<file path="src/design/bwsu_pkg.sv">
// bwsu_pkg: shared types and constants for the bitmap word search unit
// no dependencies; imported by the controller, datapath and top level

package bwsu_pkg;

	// segment width and derived widths
	localparam int unsigned WORD_BITS = 64;
	localparam int unsigned LPW       = $clog2(WORD_BITS + 1);
	localparam int unsigned IDXW      = $clog2(WORD_BITS);

	localparam logic [LPW-1:0] WB_L = LPW'(WORD_BITS);

	// command codes
	typedef enum logic [2:0] {
		CMD_SET   = 3'd0,
		CMD_CLR   = 3'd1,
		CMD_TEST  = 3'd2,
		CMD_NEXT  = 3'd3,
		CMD_PRIOR = 3'd4,
		CMD_NTH   = 3'd5,
		CMD_SUB   = 3'd6,
		CMD_RSVD  = 3'd7
	} cmd_t;

	// request and response payloads
	typedef struct packed {
		cmd_t        cmd;
		logic [31:0] position;
		logic [63:0] other_word;
		logic [31:0] other_base;
	} req_t;

	typedef struct packed {
		logic [31:0] found_index;
		logic        flag;
		logic        range_error;
	} rsp_t;

	// controller to datapath commands
	typedef struct packed {
		logic exec;
		logic start;
		logic step;
		logic load_res;
	} ctl_t;

	// datapath to controller status
	typedef struct packed {
		logic need_scan;
		logic scan_done;
	} sts_t;

endpackage

</file>
<file path="src/design/bitmap_word_search_unit_top.sv">
// Bitmap word search unit: set, clear, test and subtract act on the 64-bit
// segment in the cycle of acceptance and give their response on the next
// cycle, so these run at one request per cycle while the response side keeps
// up. Next, prior and nth searches walk the segment one local position per
// cycle: the scanner takes its start point on acceptance, steps to the hit
// or the end of the window, and its result enters the response register in
// the finish state once that is free; requests are stalled meanwhile. A
// search starting out of range (next at or past base + 64, prior at or below
// base + 1, nth with zero count) answers at once like a bit op. The user
// must write base_index through cfg_we/cfg_wdata only while the unit is idle;
// this is not enforced. Depends on bwsu_pkg, bwsu_ctrl and bwsu_datapath.

module bitmap_word_search_unit_top (
	input  logic           clk,
	input  logic           arst_n,
	input  logic           cfg_we,
	input  logic [31:0]    cfg_wdata,
	input  logic           in_valid,
	output logic           in_stall,
	input  bwsu_pkg::req_t in_data,
	output logic           out_valid,
	input  logic           out_stall,
	output bwsu_pkg::rsp_t out_data
);
	import bwsu_pkg::*;

	ctl_t ctl;
	sts_t sts;

	// sequencing
	bwsu_ctrl u_ctrl (
		.clk       (clk),
		.arst_n    (arst_n),
		.in_valid  (in_valid),
		.in_stall  (in_stall),
		.out_valid (out_valid),
		.out_stall (out_stall),
		.sts       (sts),
		.ctl       (ctl)
	);

	// segment, base and scanner
	bwsu_datapath u_datapath (
		.clk       (clk),
		.arst_n    (arst_n),
		.cfg_we    (cfg_we),
		.cfg_wdata (cfg_wdata),
		.req       (in_data),
		.ctl       (ctl),
		.sts       (sts),
		.rsp       (out_data)
	);

endmodule

</file>
<file path="src/design/bwsu_datapath.sv">
// bwsu_datapath: segment register, base register, bit-op decode and
// the bit-serial search scanner; depends on bwsu_pkg

module bwsu_datapath (
	input  logic            clk,
	input  logic            arst_n,
	input  logic            cfg_we,
	input  logic [31:0]     cfg_wdata,
	input  bwsu_pkg::req_t  req,
	input  bwsu_pkg::ctl_t  ctl,
	output bwsu_pkg::sts_t  sts,
	output bwsu_pkg::rsp_t  rsp
);
	import bwsu_pkg::*;

	logic [31:0]          base_q;
	logic [WORD_BITS-1:0] seg_q;
	logic [WORD_BITS-1:0] seg_nx;

	logic [32:0]          diff33;
	logic [31:0]          diff;
	logic [31:0]          lim32;
	logic                 gt;
	logic                 in_win;
	logic [LPW-1:0]       bidx_l;
	logic [WORD_BITS-1:0] onehot;
	logic                 hit_bit;
	logic [WORD_BITS-1:0] sub_m;

	rsp_t                 imm;
	logic                 need;
	logic [LPW-1:0]       sp;
	logic                 up;
	logic                 nth;

	logic [LPW-1:0]       p_q;
	logic [LPW-1:0]       cnt_q;
	logic [31:0]          n_q;
	logic                 up_q;
	logic                 nth_q;
	logic [31:0]          res_q;
	rsp_t                 rsp_q;

	logic [LPW-1:0]       sidx_l;
	logic                 sbit;
	logic [LPW-1:0]       cnt_nx;
	logic                 shit;
	logic                 sdone;
	logic [31:0]          found;

	// window check against the base register
	assign diff33 = {1'b0, req.position} - {1'b0, base_q};
	assign diff   = diff33[31:0];
	assign gt     = !diff33[32] && (diff != 32'd0);
	assign in_win = gt && (diff <= 32'(WORD_BITS));
	assign lim32  = diff - 32'd1;

	// local position 1 is the msb
	assign bidx_l  = WB_L - diff[LPW-1:0];
	assign onehot  = in_win ? ({{(WORD_BITS-1){1'b0}}, 1'b1} << bidx_l[IDXW-1:0])
		: '0;
	assign hit_bit = |(seg_q & onehot);
	assign sub_m   = seg_q & req.other_word[WORD_BITS-1:0];

	// command decode: immediate result, next segment and scan set-up
	always_comb begin
		seg_nx = seg_q;
		imm    = '0;
		need   = 1'b0;
		sp     = LPW'(1);
		up     = 1'b1;
		nth    = 1'b0;
		unique case (req.cmd)
			CMD_SET: begin
				if (in_win) begin
					seg_nx = seg_q | onehot;
				end else begin
					imm.range_error = 1'b1;
				end
			end
			CMD_CLR: begin
				if (hit_bit) begin
					seg_nx   = seg_q & ~onehot;
					imm.flag = 1'b1;
				end
			end
			CMD_TEST: begin
				imm.flag = hit_bit;
			end
			CMD_NEXT: begin
				need = !(gt && (diff >= 32'(WORD_BITS)));
				sp   = gt ? (diff[LPW-1:0] + LPW'(1)) : LPW'(1);
			end
			CMD_PRIOR: begin
				need = gt && (diff != 32'd1);
				sp   = (lim32 > 32'(WORD_BITS)) ? WB_L : lim32[LPW-1:0];
				up   = 1'b0;
			end
			CMD_NTH: begin
				need = (req.position != 32'd0);
				nth  = 1'b1;
			end
			CMD_SUB: begin
				if ((req.other_base == base_q) && (|sub_m)) begin
					seg_nx   = seg_q ^ sub_m;
					imm.flag = 1'b1;
				end
			end
			CMD_RSVD: begin
			end
			default: begin
			end
		endcase
	end

	// one local position per scan step
	assign sidx_l = WB_L - p_q;
	assign sbit   = seg_q[sidx_l[IDXW-1:0]];
	assign cnt_nx = cnt_q + LPW'(sbit);
	assign shit   = sbit && (!nth_q || ({{(32-LPW){1'b0}}, cnt_nx} == n_q));
	assign sdone  = shit || (up_q ? (p_q == WB_L) : (p_q == LPW'(1)));
	assign found  = base_q + {{(32-LPW){1'b0}}, p_q};

	assign sts.need_scan = need;
	assign sts.scan_done = sdone;
	assign rsp           = rsp_q;

	// base and segment state
	always_ff @(posedge clk or negedge arst_n) begin
		if (!arst_n) begin
			base_q <= '0;
			seg_q  <= '0;
		end else begin
			if (cfg_we) begin
				base_q <= cfg_wdata;
			end
			if (ctl.exec) begin
				seg_q <= seg_nx;
			end
		end
	end

	// scanner registers
	always_ff @(posedge clk) begin
		if (ctl.start) begin
			p_q   <= sp;
			cnt_q <= '0;
			n_q   <= req.position;
			up_q  <= up;
			nth_q <= nth;
		end else if (ctl.step) begin
			p_q   <= up_q ? (p_q + LPW'(1)) : (p_q - LPW'(1));
			cnt_q <= cnt_nx;
			if (sdone) begin
				res_q <= shit ? found : 32'd0;
			end
		end
	end

	// response register
	always_ff @(posedge clk) begin
		if (ctl.exec) begin
			rsp_q <= imm;
		end else if (ctl.load_res) begin
			rsp_q.found_index <= res_q;
			rsp_q.flag        <= 1'b0;
			rsp_q.range_error <= 1'b0;
		end
	end

endmodule

</file>
<file path="src/design/bwsu_ctrl.sv">
// bwsu_ctrl: sequencing of requests, scan steps and the response register
// valid; depends on bwsu_pkg

module bwsu_ctrl (
	input  logic           clk,
	input  logic           arst_n,
	input  logic           in_valid,
	output logic           in_stall,
	output logic           out_valid,
	input  logic           out_stall,
	input  bwsu_pkg::sts_t sts,
	output bwsu_pkg::ctl_t ctl
);
	import bwsu_pkg::*;

	typedef enum logic [1:0] {
		ST_IDLE,
		ST_SCAN,
		ST_FINISH
	} state_t;

	state_t state_q;
	logic   out_valid_q;
	logic   out_free;
	logic   accept;

	// response register free when empty or being taken
	assign out_free  = !out_valid_q || !out_stall;
	assign in_stall  = (state_q != ST_IDLE) || !out_free;
	assign accept    = in_valid && !in_stall;
	assign out_valid = out_valid_q;

	// datapath commands
	assign ctl.exec     = accept && !sts.need_scan;
	assign ctl.start    = accept && sts.need_scan;
	assign ctl.step     = (state_q == ST_SCAN);
	assign ctl.load_res = (state_q == ST_FINISH) && out_free;

	// state and response valid
	always_ff @(posedge clk or negedge arst_n) begin
		if (!arst_n) begin
			state_q     <= ST_IDLE;
			out_valid_q <= 1'b0;
		end else begin
			unique case (state_q)
				ST_IDLE: begin
					if (ctl.start) begin
						state_q <= ST_SCAN;
					end
				end
				ST_SCAN: begin
					if (sts.scan_done) begin
						state_q <= ST_FINISH;
					end
				end
				ST_FINISH: begin
					if (out_free) begin
						state_q <= ST_IDLE;
					end
				end
				default: begin
					state_q <= ST_IDLE;
				end
			endcase
			if (ctl.exec || ctl.load_res) begin
				out_valid_q <= 1'b1;
			end else if (out_valid_q && !out_stall) begin
				out_valid_q <= 1'b0;
			end
		end
	end

	// a search that needs scanning enters the scan state
	a_start_scan: assert property (@(posedge clk) disable iff (!arst_n)
		ctl.start |=> (state_q == ST_SCAN))
		else $error("scan start did not enter scan state");

	// the last scan step moves to finish
	a_scan_finish: assert property (@(posedge clk) disable iff (!arst_n)
		(ctl.step && sts.scan_done) |=> (state_q == ST_FINISH))
		else $error("scan end did not reach finish");

	// a response is only loaded into a free register
	a_load_free: assert property (@(posedge clk) disable iff (!arst_n)
		(ctl.exec || ctl.load_res) |-> out_free)
		else $error("response register overwritten");

	// a loaded response is shown next cycle
	a_load_valid: assert property (@(posedge clk) disable iff (!arst_n)
		(ctl.exec || ctl.load_res) |=> out_valid_q)
		else $error("loaded response not valid");

endmodule

</file>
<file path="config.mk">
export PLATFORM = sky130hd
export DESIGN_NAME = bitmap_word_search_unit_top
export DESIGN_NICKNAME = d
export VERILOG_FILES = /design/src/design/bwsu_pkg.sv /design/src/design/bitmap_word_search_unit_top.sv /design/src/design/bwsu_datapath.sv /design/src/design/bwsu_ctrl.sv
export SDC_FILE = /design/constraint.sdc
export NUM_CORES = 1
export LEC_CHECK = 0
export BUFFER_PORTS_ARGS = -buffer_cell sky130_fd_sc_hd__buf_2
export CORE_ASPECT_RATIO = 0.5
export CORE_MARGIN = 5
export CORE_UTILIZATION = 40
export CTS_CLUSTER_SIZE = 30
export DETAILED_ROUTE_END_ITERATION = 8
export GPL_TIMING_DRIVEN = 0
export SYNTH_ARGS = -nofsm -noshare
export SYNTH_HDL_FRONTEND = slang
export SYNTH_SLANG_ARGS = --single-unit
</file>
<file path="constraint.sdc">
create_clock -name clk -period 14.35 [get_ports clk]
set_clock_uncertainty 0.15 [all_clocks]
set_input_delay 2.87 -clock clk [delete_from_list [all_inputs] [get_ports clk]]
set_output_delay 2.87 -clock clk [all_outputs]
set_load 0.02 [all_outputs]
</file>
==> results by group, run 1 <==
Cells and area
  – Ratio of cells with drive above 1 in the final layout: 15.7%
  – Commonest cells after routing, fill and taps aside: o21ai_0 (226), buf_2 (215), nand2_1 (209)
  – Fin cells: 2489
  – Most common cell after layout, fill and taps aside: o21ai_0
  – Synthesis-to-layout area growth: 16.0%
  – Ant. Diodes: 0
  – NumNets Final: 2200

Outcome
  – Status: complete, no violations

Logic synthesis
  – Main synth FF type: dfrtp_1
  – Simple-Gate Fraction of Synth Area: 19.7%
  – Main combinational cell family by area after synthesis: compound AO/OA/AOI/OAI gates
  – Synth unique cells: 95
  – Post-synth ARST share: 46.5%
  – Number of synthesis warnings: 0
  – Syn Inst Count: 1753
  – Post-synthesis sequential area ratio: 36.6%
  – Post-synth top area cell: dfrtp_1
  – Synthesized cell area: 15000 sq um
  – Post-Synth Adder-Cell Area: 4.51%
  – Seq cells post-synth: 213
  – Synth area leaders: dfrtp_1 (16%), edfxtp_1 (15%), o21ai_0 (7.5%)
  – Synthesized Nets: 1974
  – Multiplexer share of the synthesized area: 3.68%
  – Compound-Gate Fraction of Synth Area: 25.1%
  – Post-synth EDFFs: 75
  – Top cell type's share of synthesized area: 16.5%
  – XOR/XNOR Fraction of Synth Area: 6.09%
  – Post-synthesis area per instance: 8.58 sq um

STA
  – Fin crit period: 8.34 ns
  – Final period util: 58.1%
  – Final Hold Violating Endpoints: 0
  – Max frequency: 0.120 GHz
  – Setup_tns: 0 ns
  – Pins Over Slew Limit: 0
  – Max_slew headroom: 3.03%
  – Final setup fails: 0
  – RSZ-0062 raised after global routing: false
  – Slew @ Worst Pin: 1.44 ns

Placement
  – Placed cells: 2449
  – I/O Buffers: 201
  – GPL Wtd Cong: 1.01
  – Detail Placement HPWL: 49400 um

Floorplan
  – Starting Density: 40.3%
  – # rows: 50
  – Total die area: 41800 sq um
  – I/O pin count: 204
  – Die Y: 147 um
  – Chip Width: 284 um
  – Floorplan core area: 37300 sq um

Global routing
  – Antenna violations before repair: 1
  – GRT Residual Overflow: 0
  – Global-route wire length before repair: 92000 um
  – Largest net degree at the start of global routing: 65
  – Vias in the first global route: 14.4k
  – Global Route Usage Sum: 28.5%

Setup path
  – FF-to-FF path depth: 19
  – Register-to-Register Setup Slack: 6.03 ns
  – Crit-path max FO: 10
  – Data required time of the worst path: 14.68 ns
  – Worst EP arrival: 8.67 ns
  – Worst reg2reg path endpoint: u_datapath.res_q[29]$_SDFFCE_PN0P_
  – Crit path capture type: register
  – Reg2reg start: u_datapath.p_q[0]$_DFFE_PP_
  – CP startpoint kind: input pin
  – Crit Path Class: input pin to register

Clock tree
  – Post-CTS Resized: 0
  – Clock root buffer: clkbuf_16
  – Worst skew pair latency: 0.56 ns
  – Worst-path clk slew: 0.08 ns
  – Clk sinks: 213
  – Clock buffer depth: 3
  – Hold_buf cts: 0
  – CTS tree: done
  – TritonCTS Buffers: 22
  – Htree depth: 1
  – Post-CTS Setup Inserts: 0

Pwr
  – Sw Share: 39.7%
  – Final Total Pwr: 2.17 mW
  – Clock power share: 28.6%
  – Comb pwr share: 37.0%
  – Reg power frac: 34.4%
  – Sw Pwr: 861 uW
  – Static leakage: 6.85 nW
  – Power density over cell area: 124 nW/um^2
  – Maximum vdd ir drop: 59.5 uV
  – Internal: 1.31 mW

Routing
  – Detail Route Antenna Nets: 0
  – DR vias: 15.3k
  – Vias/cell: 6.16
  – DRT iter0 DRCs: 1515
  – Wire per inst: 25.0 um
  – Final WL: 62200 um
  – DR DRC count: 0
  – Pre-antenna DRT Iters: 6

Min path
  – Hold path start: u_datapath.rsp[29]$_SDFFE_PP0P_
  – Hold Crit Class: register to register
  – Hold endpoint: u_datapath.rsp[29]$_SDFFE_PP0P_
  – Hold path depth: 2

Run
  – Max-Cap Viols: 0
logic make-up after synthesis:
logic type               Yosys count
AO/OA/AOI/OAI                    589
XOR/XNOR                         103
adder cells (fa/ha/maj)           53
buffers and inverters            152
flip-flops                       213
multiplexers                      30
AND/OR/NAND/NOR                  613
worst max-delay path: stages:
cell and delay (ns):
buf_2 0.12, inv_1 0.05, ha_1 0.15, inv_1 0.05
fa_1 0.45, xnor2_1 0.68, nand2_1 0.29, nor3_1 0.39
xor2_1 0.51, clkbuf_1 0.53, a21oi_1 0.09, nor4_1 0.20
nor4b_1 0.53, nand4_1 0.37, a32oi_2 0.71, buf_2 0.42
o21ai_0 0.13, o21ai_0 0.09
layout make-up:
type	count	area, sq um
Clock buffer	27	589
Fill cell	3752	19800
Inverter	56	210
Tap cell	494	618
Timing Repair Buffer	202	1040
Buffer	96	429
Sequential cell	213	5510
Multi-Input combinational cell	1388	8900
Clock inverter	13	158
worst max-delay path by stage:
stage	cells after the start	end	from	slack, ns
finish	18	u_datapath.seg_q[58]$_DFFE_PN0P_	in_data[96]	6.01
global route	19	u_datapath.res_q[23]$_SDFFCE_PN0P_	u_datapath.p_q[0]$_DFFE_PP_	5.72
CTS	19	u_datapath.res_q[12]$_SDFFCE_PN0P_	u_datapath.p_q[0]$_DFFE_PP_	6.05
detailed placement	18	u_datapath.seg_q[58]$_DFFE_PN0P_	in_data[96]	5.66
global placement	19	u_datapath.res_q[16]$_SDFFCE_PN0P_	u_datapath.p_q[0]$_DFFE_PP_	4.66
floorplan	17	u_datapath.p_q[4]$_DFFE_PP_	in_data[96]	7.11
state kept, by name, indices dropped and copies added (netlist names), 2 cells and up:
register / count
u_ctrl.state_q: 2
u_datapath.base_q: 32
u_datapath.cnt_q: 7
u_datapath.n_q: 32
u_datapath.p_q: 7
u_datapath.res_q: 32
u_datapath.rsp: 34
u_datapath.seg_q: 64
stage by stage:
stage	worst slack [ns]	area, sq um	hold slack (ns)	utilization [%]
2_1_floorplan	7.11	15000	0.301	-
3_3_place_gp	4.66	16700	0.292	44.7
3_5_place_dp	5.66	16700	0.297	44.8
4_1_cts	6.05	17500	0.306	46.8
5_1_grt	5.72	17500	0.318	46.8
6_report	6.01	17500	0.303	46.8
per-layer routing:
metal | wire length [um] | track usage, % | share of wire (%) | up-vias
li1 | - | - | - | 7025
met1 | 25900 | 38.9 | 42 | 7305
met2 | 27300 | 44.4 | 44 | 822
met3 | 5610 | 5.24 | 9.0 | 188
met4 | 3340 | 12.6 | 5.4 | 0
met5 | 0 | 0 | 0 | -
synthesized netlist by cell type (all sizes together) (6+ instances only):
library cell	number
a22oi	11
a31oi	19
a211oi	8
mux2i	8
or2	6
clkbuf	71
mux4	20
o21a	13
dfxtp	39
dfrtp	99
o21bai	10
xor2	39
nand2	210
nor3	38
o22ai	33
or3	14
buf	25
o31ai	8
a21o	20
nand4	34
nand3b	6
a221oi	24
a22o	19
nand3	60
o21ai	241
and2	17
and3	33
ha	51
xnor2	63
inv	55
nor2b	8
edfxtp	75
nor2	127
a21oi	94
a41oi	11
nor4	36
o2bb2ai	6
a21boi	10
nand2b	8
power by group through the flow:
stage	sequential [mW]	combinational [mW]	clock, mW
3_3_place_gp	0.755	0.781	0
5_1_grt	0.751	0.865	0.652
3_5_place_dp	0.755	0.783	0
4_1_cts	0.744	0.788	0.628
6_report	0.746	0.803	0.620
2_1_floorplan	0.741	0.523	0
Note: power is estimated with default switching activity, not from simulation.
==> run 2: changes to the inputs <==
- clock period: 14.35 -> 8.46 ns (I/O delays scaled with it)
==> results by group, run 2 (synthesized netlist as in run 1, its figures left out) <==
Outcome
  – Status: finished, violations left
  – Failing checks: max-capacitance violations

STA
  – Max frequency: 0.124 GHz
  – Fin crit period: 8.05 ns
  – Slew @ Worst Pin: 1.46 ns (+0.0205 ns)
  – RSZ-0062 raised after global routing: false
  – Final period util: 95.2%
  – Max_slew headroom: 1.65% (-1.4 points)
  – Final WS setup: 0.406 ns (-5.60 ns)
  – Pins Over Slew Limit: 0 (unchanged)
  – Final setup fails: 0 (unchanged)
  – Final Hold Violating Endpoints: 0 (unchanged)
  – Hold Slack: 0.302 ns (-0.000268 ns)

Global routing
  – Vias in the first global route: 14.4k (unchanged)
  – M3 GR Usage: 5.24% (unchanged)
  – GRT Residual Overflow: 0 (unchanged)
  – Antenna violations before repair: 1 (unchanged)
  – Met2 Use GR: 44.4% (unchanged)
  – Grt met1 use: 38.9% (unchanged)
  – Global-route wire length before repair: 92000 um (unchanged)
  – Largest net degree at the start of global routing: 65 (unchanged)
  – Top Usage Layer GRT: met2
  – Global Route Usage Sum: 28.5% (unchanged)

Cells and area
  – NumNets Final: 2202 (+0.091%)
  – Synthesis-to-layout area growth: 16.2%
  – Ratio of cells with drive above 1 in the final layout: 15.9% (+0.13 points)
  – Fin cells: 2491 (+0.080%)
  – Ant. Diodes: 0 (unchanged)
  – Most flops, register: u_datapath.seg_q
  – Commonest cells after routing, fill and taps aside: o21ai_0 (226), buf_2 (215), nand2_1 (209)
  – Most common cell after layout, fill and taps aside: o21ai_0
  – Max FFs per register: 64 (unchanged)

Setup path
  – Register-to-Register Setup Slack: 0.41 ns (-5.62 ns)
  – Data required time of the worst path: 8.49 ns (-6.19 ns)
  – CP delay by family, top: simple AND/OR/NAND/NOR gates
  – Buf+Inv Stages, Crit Path: 4 (-1)
  – CP max stage cell: edfxtp_1
  – CP startpoint kind: register
  – Crit path capture type: register
  – Critical Path, Cell by Cell: clkbuf_2 > inv_1 > ha_1 > clkbuf_1 > clkbuf_1 > mux4_2 > mux4_2 > mux2_2 > nand2_1 > o21ai_0 > ha_1 > ha_1 > xor2_1 > nor4_1 > nand4_1 > o31ai_1 > nand2_1 > o21ai_0 > nor2b_4
  – FF-to-FF path depth: 19 (unchanged)
  – Crit-path max FO: 16 (+6)
  – Critical Path Most Common Cell: ha_1
  – Reg2reg start: u_datapath.p_q[0]$_DFFE_PP_
  – Critical Path Max Stage Delay: 0.71 ns (about the same)
  – Worst reg2reg path endpoint: u_datapath.res_q[17]$_SDFFCE_PN0P_
  – Crit Path Class: register to register
  – Worst EP arrival: 8.08 ns (-0.59 ns)

Min path
  – Hold path start: u_datapath.rsp[29]$_SDFFE_PP0P_
  – Hold path depth: 2 (unchanged)
  – Hold Crit Class: register to register
  – Hold endpoint: u_datapath.rsp[29]$_SDFFE_PP0P_

Clock tree
  – Hold_buf cts: 0 (unchanged)
  – Worst skew pair latency: 0.56 ns (about the same)
  – CTS tree: done
  – TritonCTS Buffers: 22 (unchanged)
  – Htree depth: 1 (unchanged)
  – Clock buffer depth: 3 (unchanged)
  – Clock root buffer: clkbuf_16
  – Worst-path clk slew: 0.07 ns (about the same)
  – Clk sinks: 213 (unchanged)

Routing
  – DR vias: 15.4k (+0.091%)
  – DRT iter0 DRCs: 1762 (+16%)
  – Vias/cell: 6.16 (about the same)
  – DR DRC count: 0 (unchanged)
  – Wire per inst: 25.1 um (+0.50%)
  – Detail Route Antenna Nets: 0 (unchanged)
  – Pre-antenna DRT Iters: 6 (unchanged)
  – Final WL: 62600 um (+0.58%)

Pwr
  – Final Total Pwr: 3.69 mW (+70%)
  – Static leakage: 6.87 nW (+0.21%)
  – Maximum vdd ir drop: 101 uV (+70%)
  – Power density over cell area: 211 nW/um^2 (+70%)

Placement
  – DP Worst Slack: 0.212 ns (-5.44 ns)
  – Placed cells: 2449 (unchanged)
  – Detail Placement HPWL: 49400 um (unchanged)
  – GPL Wtd Cong: 1.01 (unchanged)
  – I/O Buffers: 201 (unchanged)

Run
  – Max-Cap Viols: 1 (+1)

Floorplan
  – Die Y: 147 um (unchanged)
  – # rows: 50 (unchanged)
  – Total die area: 41800 sq um (unchanged)
  – I/O pin count: 204 (unchanged)
  – Starting Density: 40.3% (unchanged)
  – Chip Width: 284 um (unchanged)
  – Floorplan core area: 37300 sq um (unchanged)
[run 2: changes by cell type in the layout (fill, tap and decap cells not counted)]
cell      change
clkbuf_2      +1
buf_12        +1
nor2b_4       +1
buf_1         -1
[run 2: area by class of cell]
| cell class | count | area [sq um] |
|---|---|---|
| multi-input cells | 1389 | 8920 |
| clock buffers | 27 | 589 |
| well taps | 494 | 618 |
| plain buffers | 96 | 430 |
| flip-flops and latches | 213 | 5510 |
| repair buffers | 203 | 1060 |
| fillers | 3750 | 19800 |
| inverters | 56 | 210 |
| clock inverters | 13 | 158 |
[run 2: per-layer routing]
layer / vias to the layer above / part of all wire, %
met1: 7339 / 42
met5: - / 0
li1: 7032 / -
met2: 796 / 44
met4: 0 / 5.2
met3: 187 / 8.9
[run 2: repair_timing]
item / CTS / global route
resized for setup: 0 / 2
setup endpoints to repair: 0 / 33
buffers inserted: 0 / 1
[run 2: power breakdown]
| part | internal, mW | leakage (nW) | switching (mW) |
|---|---|---|---|
| Clock | 0.592 | 0.362 | 0.459 |
| Combinational | 0.467 | 4.23 | 0.901 |
| Sequential | 1.16 | 2.27 | 0.105 |
| Total | 2.22 | 6.87 | 1.47 |
[run 2: worst reg2reg max path, delay by kind of cell (launching register included)]
kind / cells / cell delay, ns
flops: 1 / 0.71
mux: 3 / 1.28
simple gates: 5 / 1.71
buf+inv: 4 / 1.60
fa+ha+maj: 3 / 0.93
xor+xnor: 1 / 0.23
compound gates: 3 / 1.08
[run 2: worst max-delay path by stage]
stage	end	depth (start not counted)	start
floorplan	u_datapath.res_q[0]$_SDFFCE_PN0P_	19	u_datapath.p_q[0]$_DFFE_PP_
global placement	u_datapath.res_q[16]$_SDFFCE_PN0P_	19	u_datapath.p_q[0]$_DFFE_PP_
detailed placement	u_datapath.res_q[28]$_SDFFCE_PN0P_	19	u_datapath.p_q[0]$_DFFE_PP_
CTS	u_datapath.res_q[12]$_SDFFCE_PN0P_	19	u_datapath.p_q[0]$_DFFE_PP_
global route	u_datapath.res_q[4]$_SDFFCE_PN0P_	19	u_datapath.p_q[0]$_DFFE_PP_
finish	u_datapath.res_q[17]$_SDFFCE_PN0P_	19	u_datapath.p_q[0]$_DFFE_PP_
[run 2: through the flow]
| stage | cell area, sq um | setup TNS [ns] | utilization (%) |
|---|---|---|---|
| detailed placement | 16700 | 0 | 44.8 |
| CTS | 17500 | 0 | 46.8 |
| finish | 17500 | 0 | 46.9 |
| global route | 17500 | 0 | 46.9 |
| global placement | 16700 | -40.33 | 44.7 |
| floorplan | 15000 | 0 | - |
